`src/rtl/mfbp_pkg.sv`:
```
`timescale 1ns / 1ps
`default_nettype none
package mfbp_pkg;

	localparam int MAX_FIELD_BITS = 32;
	localparam int VALUE_BITS     = 32;
	localparam int BYTE_BITS      = 8;
	localparam int IDX_W          = 6;
	localparam int FIELD_LIM      = (MAX_FIELD_BITS < VALUE_BITS) ? MAX_FIELD_BITS : VALUE_BITS;
	localparam int IN_W           = 40;

	localparam logic [1:0] OP_WRITE = 2'd0;
	localparam logic [1:0] OP_MIN   = 2'd1;
	localparam logic [1:0] OP_FLUSH = 2'd2;
	localparam logic [1:0] OP_NONE  = 2'd3;

	// One bit step handed from the serializer to the byte assembler.
	typedef struct packed {
		logic valid;
		logic flush;
		logic write;
		logic data;
		logic last;
	} beat_t;

endpackage
`default_nettype wire

```
`src/rtl/mfbp_serializer.sv`:
```
`timescale 1ns / 1ps
`default_nettype none
module mfbp_serializer #(
	parameter int MAX_FIELD_BITS = mfbp_pkg::MAX_FIELD_BITS
) (
	input  wire logic                        clk,
	input  wire logic                        arst_n,
	input  wire logic                        in_valid,
	output logic                             in_ready,
	input  wire logic [1:0]                  op,
	input  wire logic [mfbp_pkg::IDX_W-1:0]  bit_count,
	input  wire logic [mfbp_pkg::VALUE_BITS-1:0] value,
	output mfbp_pkg::beat_t                  beat,
	input  wire logic                        beat_ready
);

	localparam int                         LIM_I  = (MAX_FIELD_BITS < mfbp_pkg::VALUE_BITS)
		? MAX_FIELD_BITS : mfbp_pkg::VALUE_BITS;
	localparam logic [mfbp_pkg::IDX_W-1:0] LIM    = mfbp_pkg::IDX_W'(LIM_I);
	localparam logic [mfbp_pkg::IDX_W-1:0] VBITS  = mfbp_pkg::IDX_W'(mfbp_pkg::VALUE_BITS);
	localparam logic [mfbp_pkg::IDX_W-1:0] BBITS  = mfbp_pkg::IDX_W'(mfbp_pkg::BYTE_BITS);
	localparam logic [mfbp_pkg::IDX_W-1:0] ONE    = mfbp_pkg::IDX_W'(1);

	logic                             busy_q;
	logic                             flush_q;
	logic                             min_q;
	logic                             seen_q;
	logic [mfbp_pkg::IDX_W-1:0]       idx_q;
	logic [mfbp_pkg::VALUE_BITS-1:0]  sh_q;
	logic [mfbp_pkg::IDX_W-1:0]       cnt;
	logic                             load;
	logic                             step;

	assign in_ready = !busy_q;
	assign load     = in_valid && !busy_q;
	assign step     = busy_q && beat_ready;
	assign cnt      = (bit_count > LIM) ? LIM : bit_count;

	// The bit under the head of the shift register is written only once it lies within the
	// field limit and, for a minimal-width item, at or below the first one.
	always_comb begin
		beat.valid = busy_q;
		beat.flush = flush_q;
		beat.data  = sh_q[mfbp_pkg::VALUE_BITS-1];
		beat.write = !flush_q && (idx_q <= LIM)
			&& (!min_q || seen_q || sh_q[mfbp_pkg::VALUE_BITS-1]);
		beat.last  = idx_q <= BBITS;
	end

	always_ff @(posedge clk or negedge arst_n) begin
		if (!arst_n) begin
			busy_q  <= 1'b0;
			flush_q <= 1'b0;
			min_q   <= 1'b0;
			seen_q  <= 1'b0;
			idx_q   <= '0;
		end else if (load) begin
			seen_q <= 1'b0;
			unique case (op)
				mfbp_pkg::OP_WRITE: begin
					busy_q  <= cnt != '0;
					flush_q <= 1'b0;
					min_q   <= 1'b0;
					idx_q   <= cnt;
				end
				mfbp_pkg::OP_MIN: begin
					busy_q  <= 1'b1;
					flush_q <= 1'b0;
					min_q   <= 1'b1;
					idx_q   <= VBITS;
				end
				mfbp_pkg::OP_FLUSH: begin
					busy_q  <= 1'b1;
					flush_q <= 1'b1;
					min_q   <= 1'b0;
					idx_q   <= ONE;
				end
				default: begin
					busy_q <= 1'b0;
				end
			endcase
		end else if (step) begin
			seen_q <= seen_q || sh_q[mfbp_pkg::VALUE_BITS-1];
			idx_q  <= idx_q - ONE;
			if (idx_q == ONE) begin
				busy_q <= 1'b0;
			end
		end
	end

	always_ff @(posedge clk) begin
		if (load) begin
			if (op == mfbp_pkg::OP_WRITE) begin
				sh_q <= value << (VBITS - cnt);
			end else begin
				sh_q <= value;
			end
		end else if (step) begin
			sh_q <= {sh_q[mfbp_pkg::VALUE_BITS-2:0], 1'b0};
		end
	end

endmodule
`default_nettype wire

```
`src/rtl/mfbp_byte_asm.sv`:
```
`timescale 1ns / 1ps
`default_nettype none
module mfbp_byte_asm (
	input  wire logic                          clk,
	input  wire logic                          arst_n,
	input  wire mfbp_pkg::beat_t               beat,
	output logic                               beat_ready,
	output logic                               out_valid,
	input  wire logic                          out_ready,
	output logic [mfbp_pkg::BYTE_BITS-1:0]     out_byte,
	output logic                               out_last
);

	localparam int POS_W = $clog2(mfbp_pkg::BYTE_BITS);
	localparam logic [POS_W-1:0] POS_TOP = POS_W'(mfbp_pkg::BYTE_BITS - 1);

	logic [mfbp_pkg::BYTE_BITS-1:0] part_q;
	logic [POS_W-1:0]               pos_q;
	logic [mfbp_pkg::BYTE_BITS-1:0] byte_q;
	logic                           last_q;
	logic                           valid_q;
	logic                           out_free;
	logic                           take;
	logic [mfbp_pkg::BYTE_BITS-1:0] merged;
	logic                           emit;

	assign out_free   = !valid_q || out_ready;
	assign beat_ready = beat.flush ? out_free : (!beat.write || pos_q != POS_TOP || out_free);
	assign take       = beat.valid && beat_ready;
	assign merged     = part_q | ({beat.data, {(mfbp_pkg::BYTE_BITS-1){1'b0}}} >> pos_q);
	assign emit       = take && (beat.flush ? (pos_q != '0) : (beat.write && pos_q == POS_TOP));

	assign out_valid = valid_q;
	assign out_byte  = byte_q;
	assign out_last  = last_q;

	always_ff @(posedge clk or negedge arst_n) begin
		if (!arst_n) begin
			part_q  <= '0;
			pos_q   <= '0;
			valid_q <= 1'b0;
		end else begin
			if (emit) begin
				valid_q <= 1'b1;
			end else if (out_ready) begin
				valid_q <= 1'b0;
			end
			if (take && (beat.flush || beat.write)) begin
				if (beat.flush || pos_q == POS_TOP) begin
					part_q <= '0;
					pos_q  <= '0;
				end else begin
					part_q <= merged;
					pos_q  <= pos_q + POS_W'(1);
				end
			end
		end
	end

	// A flush always ends its item, so it always carries the last mark.
	always_ff @(posedge clk) begin
		if (emit) begin
			byte_q <= beat.flush ? part_q : merged;
			last_q <= beat.flush || beat.last;
		end
	end

endmodule
`default_nettype wire

```
`src/rtl/msb_first_bit_packer.sv`:
```
// Each input beat is taken only while the serializer is idle; the serializer then scans
// bit_count (capped) bits for a fixed-width write, 32 for a minimal-width write, one for
// a flush. Its shift register moves one bit a cycle while the byte assembler takes beats,
// and s_tready is low while an item is scanned. Bytes leave through a one-entry output register.
// Reset: arst_n clears the open byte, the bit position and all valid flags at once.
`timescale 1ns / 1ps
`default_nettype none
module msb_first_bit_packer #(
	parameter int MAX_FIELD_BITS = mfbp_pkg::MAX_FIELD_BITS
) (
	input  wire logic                        clk,
	input  wire logic                        arst_n,
	input  wire logic                        s_tvalid,
	output logic                             s_tready,
	input  wire logic [mfbp_pkg::IN_W-1:0]   s_tdata,  // op[1:0], bit_count[7:2], value[39:8]
	output logic                             m_tvalid,
	input  wire logic                        m_tready,
	output logic [mfbp_pkg::BYTE_BITS-1:0]   m_tdata,  // byte_out[7:0]
	output logic                             m_tlast
);

	mfbp_pkg::beat_t beat;
	logic            beat_ready;

	mfbp_serializer #(
		.MAX_FIELD_BITS (MAX_FIELD_BITS)
	) u_ser (
		.clk        (clk),
		.arst_n     (arst_n),
		.in_valid   (s_tvalid),
		.in_ready   (s_tready),
		.op         (s_tdata[1:0]),
		.bit_count  (s_tdata[7:2]),
		.value      (s_tdata[39:8]),
		.beat       (beat),
		.beat_ready (beat_ready)
	);

	mfbp_byte_asm u_asm (
		.clk        (clk),
		.arst_n     (arst_n),
		.beat       (beat),
		.beat_ready (beat_ready),
		.out_valid  (m_tvalid),
		.out_ready  (m_tready),
		.out_byte   (m_tdata),
		.out_last   (m_tlast)
	);

endmodule
`default_nettype wire

```
`config.mk`:
```
export PLATFORM = sky130hd
export DESIGN_NAME = msb_first_bit_packer
export DESIGN_NICKNAME = d
export VERILOG_FILES = /design/src/rtl/mfbp_pkg.sv /design/src/rtl/mfbp_serializer.sv /design/src/rtl/mfbp_byte_asm.sv /design/src/rtl/msb_first_bit_packer.sv
export SDC_FILE = /design/constraint.sdc
export NUM_CORES = 1
export LEC_CHECK = 0
export ABC_AREA = 1
export BUFFER_PORTS_ARGS = -buffer_cell sky130_fd_sc_hd__buf_2
export CAP_MARGIN = 10
export CORE_AREA = 4 4 120 122
export DETAILED_ROUTE_END_ITERATION = 8
export DIE_AREA = 0 0 124 126
export SYNTH_ARGS = -nofsm -noshare
export SYNTH_HDL_FRONTEND = slang
export SYNTH_SLANG_ARGS = --single-unit
```
`constraint.sdc`:
```
create_clock -name clk -period 6.22 [get_ports clk]
set_input_delay 0.933 -clock clk [delete_from_list [all_inputs] [get_ports clk]]
set_output_delay 0.933 -clock clk [all_outputs]
set_load 0.005 [all_outputs]
```
==> qor.csv, run 1 <==
metric;value;unit
area_growth;11.5;%
clkSinkCount;63;
cts-htree-levels;3;
core-area;13200;um2
drt_wl_total;18600;um
start_util;0.397;
ys_types;42;
status;complete, no violations;
crit_buf_inv;4;
detail_route.wl_per_cell;19.2;um
yosys_most_used_dff;edfxtp_1;
max_freq;218;MHz
maxSlewHeadroom;0.318;
post-cts-setup-buffer-count;0;
cpMostUsedCell;nand3_1;
power.density;381;nW/um2
worst_pin_slew;1020;ps
drcViolationCount;0;
finalSetupViolCount;0;
hold_start;u_asm.part_q[3];
postSynthAreaPerCell;6.88;um2
grt_pass1_vias;5281;
cts.clk_slew.worst_paths;60;ps
cpPeakStageDelay;590;ps
post-route-period-util;0.737;
nFillCells;1396;
min_path_type;register to register;
drt-initial-drc-count;527;
synth_area_leaders;edfxtp_1 23%, nand3_1 23%, nand2_1 11%, dfrtp_1 11%, a21oi_1 6.2%;
fin_ws;1640;ps
multi_input_area;2950;um2
path_cells;buf_2, nor2_4, nand3_2, nand2_2, nand2_8, ha_1, clkinv_1, buf_4, nand3_1, nand3_1, nand2_1, nand2_1, nand3_1, nand3_1, nand2_1, inv_1;
r2r_slack;3310;ps
met2WireLength;8980;um
port_buffers;54;
r2r_cells;9;
post_cts_resized;0;
rows;42;
max_cap_violations;0;
dr.pass1.iters;5;
dp_slack;1350;ps
drive_gt1_frac;0.149;
vias_per_cell;5.72;
synth_top_area_cell;edfxtp_1;
cp.arrival;4680;ps
ys_seq_elements;63;
grt_use_total;0.242;
grt_max_degree;47;
crit_slowest_cell;nand2_2;
seq_area;1780;um2
p_leak;2.68;nW
synth_nets;817;
place_congestion;0.980;
finalNetCount;843;
routed.top_layer;met4;
grt_pass1_wl;29000;um
cts_tree;built;
fin_skew;6.59;ps
synthTopCellsByCount;238 x nand3_1, 148 x nand2_1, 65 x a21oi_1;
clk_latency;340;ps
drv_slew;0;
critPathMaxFanout;41;
async_flop_share;0.349;
dpl.hpwl;14100;um
antenna_found_initial;0;
synth_top_area_frac;0.235;
yosysSeqAreaShare;0.340;
syn_inst;762;
dieWidth;124;um
min_to;u_asm.part_q[3];
holdPathStages;1;
cp-start-kind;input pin;
dr_wl_met3;971;um
vias;5544;
required;6320;ps
cts_buffers;9;
reg2reg_to;u_asm.out_last;
synth.most_common_cell;nand3_1;
clk_path_buf_depth;2;
layoutNonFillerInstCount;969;
synth_edf_count;41;
crit_cells;16;
postCtsHoldBufs;0;
layout_min_cycle_time;4580;ps
dieArea;15600;um2
fp.dieH;126;um
root_buffer;clkbuf_16;
diodes;0;
final.setup.tns;0;ps
r2r_start;u_asm.pos_q[1];
pin_count;55;
crit_family;simple AND/OR/NAND/NOR gates;
rsz0062_at_grt;no;
drt-met1-wl;7730;um
criticalPathCategory;input pin to register;
hold_viol;0;
crit_path_end_kind;register;
place_inst;953;
max-vdd-ir-drop;278;uV
ys_warn_count;0;
ant_nets;0;
grt-ovfl-total;0;
syn_area;5240;um2
p_total;2.23;mW
==> where the power goes <==
| group | internal [mW] | switching, mW | leakage [nW] |
|---|---|---|---|
| Sequential | 0.703 | 0.0853 | 0.682 |
| Combinational | 0.289 | 0.611 | 1.84 |
| Clock | 0.347 | 0.194 | 0.158 |
==> through the flow <==
| step | instance area (um2) | util | hold slack (ps) |
|---|---|---|---|
| 4_1_cts | 5840 | 0.443 | 495 |
| 5_1_grt | 5840 | 0.443 | 503 |
| 3_5_place_dp | 5520 | 0.419 | 482 |
| 3_3_place_gp | 5520 | 0.419 | 468 |
| 2_1_floorplan | 5240 | - | 458 |
| 6_report | 5840 | 0.443 | 492 |
==> worst reg2reg max path, cell delays in order, from the launching register on <==
cell     delay [ps]
dfrtp_1         430
ha_1            210
ha_1            190
nor2_1          230
inv_1            70
nand2_1         100
o21ai_2         110
nor2_1          380
inv_1           180
nor2_1          620
==> cell type report <==
type | instances | share of cell area
inverter | 68 | 0.0437
tap | 176 | 0.0377
multi-input combinational | 586 | 0.505
clock inverter | 5 | 0.0101
timing repair buffer | 60 | 0.0539
sequential | 63 | 0.305
clock buffer | 11 | 0.0452
==> cell usage in the layout (no fill, tap or decap), types with 8 or more instances in the layout <==
master,n
edfxtp_1,41
a21oi_1,65
nand3_1,238
inv_1,57
nand2_2,12
or2_2,8
o21ai_0,14
buf_2,54
nand2_1,148
ha_1,11
nor2_1,38
dfrtp_1,22
o21ai_1,8
clkbuf_16,10
==> cells by family after synthesis <==
kind of cell / count (synthesis) / synth area share
simple gates: 468 / 0.421
buf+inv: 113 / 0.0976
compound gates: 104 / 0.109
flops: 63 / 0.340
fa+ha+maj: 11 / 0.0263
xor+xnor: 3 / 0.00645
==> metal layers <==
metal,GRT usage,vias up
met3,0.0439,41
li1,-,2669
met5,0,-
met2,0.396,198
met1,0.306,2636
met4,0.118,0
==> registers in the layout (all words and copies together), names as in the netlist, 3 cells and up <==
name / count
u_ser.sh_q: 32
u_asm.out_byte: 8
u_asm.part_q: 8
u_ser.idx_q: 6
u_asm.pos_q: 3
==> worst max-delay path by stage <==
stage          startpoint             end  slack, ps
6_report       s_tdata[2]  u_ser.sh_q[26]       1640
3_5_place_dp   s_tdata[2]  u_ser.sh_q[26]       1350
3_3_place_gp   s_tdata[2]  u_ser.sh_q[26]       1440
2_1_floorplan  s_tdata[2]  u_ser.sh_q[29]       2910
4_1_cts        s_tdata[2]  u_ser.sh_q[26]       1720
5_1_grt        s_tdata[2]  u_ser.sh_q[26]       1370
No activity file was read; power rests on OpenSTA's default activity.
==> run 2, diff against run 1 <==
clock period = 3.7 ns   (was 6.22 ns; I/O delays follow)
==> qor.csv, run 2 (synthesis gave the netlist of run 1 again) <==
metric;value;unit;change
grt_busiest_layer;met2;;
grtUsageMet3;0.0390;;-0.00493
required;3660;ps;-2660 ps
antenna_found_initial;0;;unchanged
path_cells;ha_1, ha_1, nor2_1, inv_1, nand2_1, o21ai_2, nor2_1, inv_1, nor2_1;;
ant_nets;0;;unchanged
grt_pass1_vias;5351;;+1.3%
cpMostUsedCell;nor2_1;;
layout_common_cells;238 x nand3_1, 148 x nand2_1, 65 x a21oi_1, 57 x inv_1, 54 x buf_2;;
final_common_cell;nand3_1;;
cts_tree;built;;
finalNetCount;849;;+0.71%
drive_gt1_frac;0.155;;+0.00639
rows;42;;unchanged
fin_skew;5.25;ps;-1.34 ps
core-area;13200;um2;unchanged
largest_register;u_ser.sh_q;;
max_cap_violations;0;;unchanged
dpl.hpwl;13300;um;-5.3%
vias;5658;;+2.1%
grt_use_total;0.237;;-0.00527
worst_pin_slew;816;ps;-207 ps
drcViolationCount;0;;unchanged
layout_min_cycle_time;2880;ps;
grt-ovfl-total;0;;unchanged
maxSlewHeadroom;0.456;;+0.139
post-cts-setup-buffer-count;0;;unchanged
diodes;0;;unchanged
status;complete, no violations;;
place_congestion;0.966;;-1.4%
pin_count;55;;unchanged
detail_route.wl_per_cell;18.7;um;-2.8%
vias_per_cell;5.80;;+1.4%
start_util;0.397;;unchanged
dr.pass1.iters;6;;+1
crit_family;simple AND/OR/NAND/NOR gates;;
drv_slew;0;;unchanged
p_leak;2.70;nW;+0.74%
grt_pass1_wl;28700;um;-0.97%
dieWidth;124;um;unchanged
clk_latency;340;ps;about the same
crit_buf_inv;2;;-2
hold_slack;193;ps;-298 ps
cp-start-kind;register;;
grt_max_degree;41;;-13%
max-vdd-ir-drop;357;uV;+28%
area_growth;11.9;%;
crit_slowest_cell;nor2_1;;
globalRouteMet1Util;0.327;;+0.0217
criticalPathCategory;register to register;;
postCtsHoldBufs;0;;unchanged
cts_buffers;9;;unchanged
clkSinkCount;63;;unchanged
cts.clk_slew.worst_paths;60;ps;about the same
crit_path_end_kind;register;;
finalSetupViolCount;0;;unchanged
min_path_type;input pin to asynchronous set/reset pin;;
fp.dieH;126;um;unchanged
dieArea;15600;um2;unchanged
critPathMaxFanout;9;;-78%
largest_reg_flops;32;;unchanged
clk_path_buf_depth;2;;unchanged
power.density;629;nW/um2;+65%
drt-initial-drc-count;634;;+20%
cp.arrival;2840;ps;-1840 ps
cts-htree-levels;3;;unchanged
root_buffer;clkbuf_16;;
rsz0062_at_grt;no;;
hold_viol;0;;unchanged
use_met2;0.365;;-0.0312
drt_wl_total;18200;um;-2.2%
final.setup.tns;0;ps;unchanged
port_buffers;54;;unchanged
max_freq;347;MHz;
cpPeakStageDelay;610;ps;+20 ps
post-route-period-util;0.778;;
post_cts_resized;0;;unchanged
-- run 2: layout make-up --
cell class	count	area, um2
clock buffers	10	250
clock inverters	6	38.8
fillers	1386	7320
inverters	68	255
multi-input cells	586	2950
flip-flops and latches	63	1780
well taps	176	220
repair buffers	66	373
-- run 2: metal layers --
metal	vias up	share of wire
li1	2685	-
met1	2657	0.42
met2	274	0.46
met3	42	0.074
met4	0	0.039
met5	-	0
-- run 2: worst register-to-register path, cell delays in order, from the launching register on --
cell and delay (ps):
dfrtp_1 440, ha_1 210, ha_1 190, nor2_1 230, inv_1 70, nand2_1 100, o21ai_2 110, nor2_1 360
inv_1 180, nor2_1 610
-- run 2: final timing paths --
kind	cells past startpoint	end	start	slack, ps
worst min-delay path	1	u_ser.idx_q[3]	arst_n	190
worst max-delay path	9	u_asm.out_byte[2]	u_asm.pos_q[1]	820
worst min register to register	1	u_asm.part_q[5]	u_asm.part_q[5]	480
max in group asynchronous	1	u_asm.part_q[6]	arst_n	3140
worst max register to register	9	u_asm.out_byte[2]	u_asm.pos_q[1]	820
min in group clk	1	u_asm.part_q[5]	u_asm.part_q[5]	480
-- run 2: metrics by stage --
step	instances	utilization	setup slack, ps	total power [mW]	cell area (um2)
after CTS	975	0.445	734	3.70	5870
after global routing	975	0.445	436	3.97	5870
after detailed placement	959	0.423	619	2.86	5580
final	975	0.445	820	3.69	5870
after floorplan	762	-	765	2.40	5240
after global placement	959	0.423	620	2.83	5580
-- run 2: where the power goes --
part	switching (mW)	leakage, nW	internal [mW]
sequential	0.150	0.682	1.18
clock	0.332	0.145	0.494
combinational	1.03	1.87	0.499
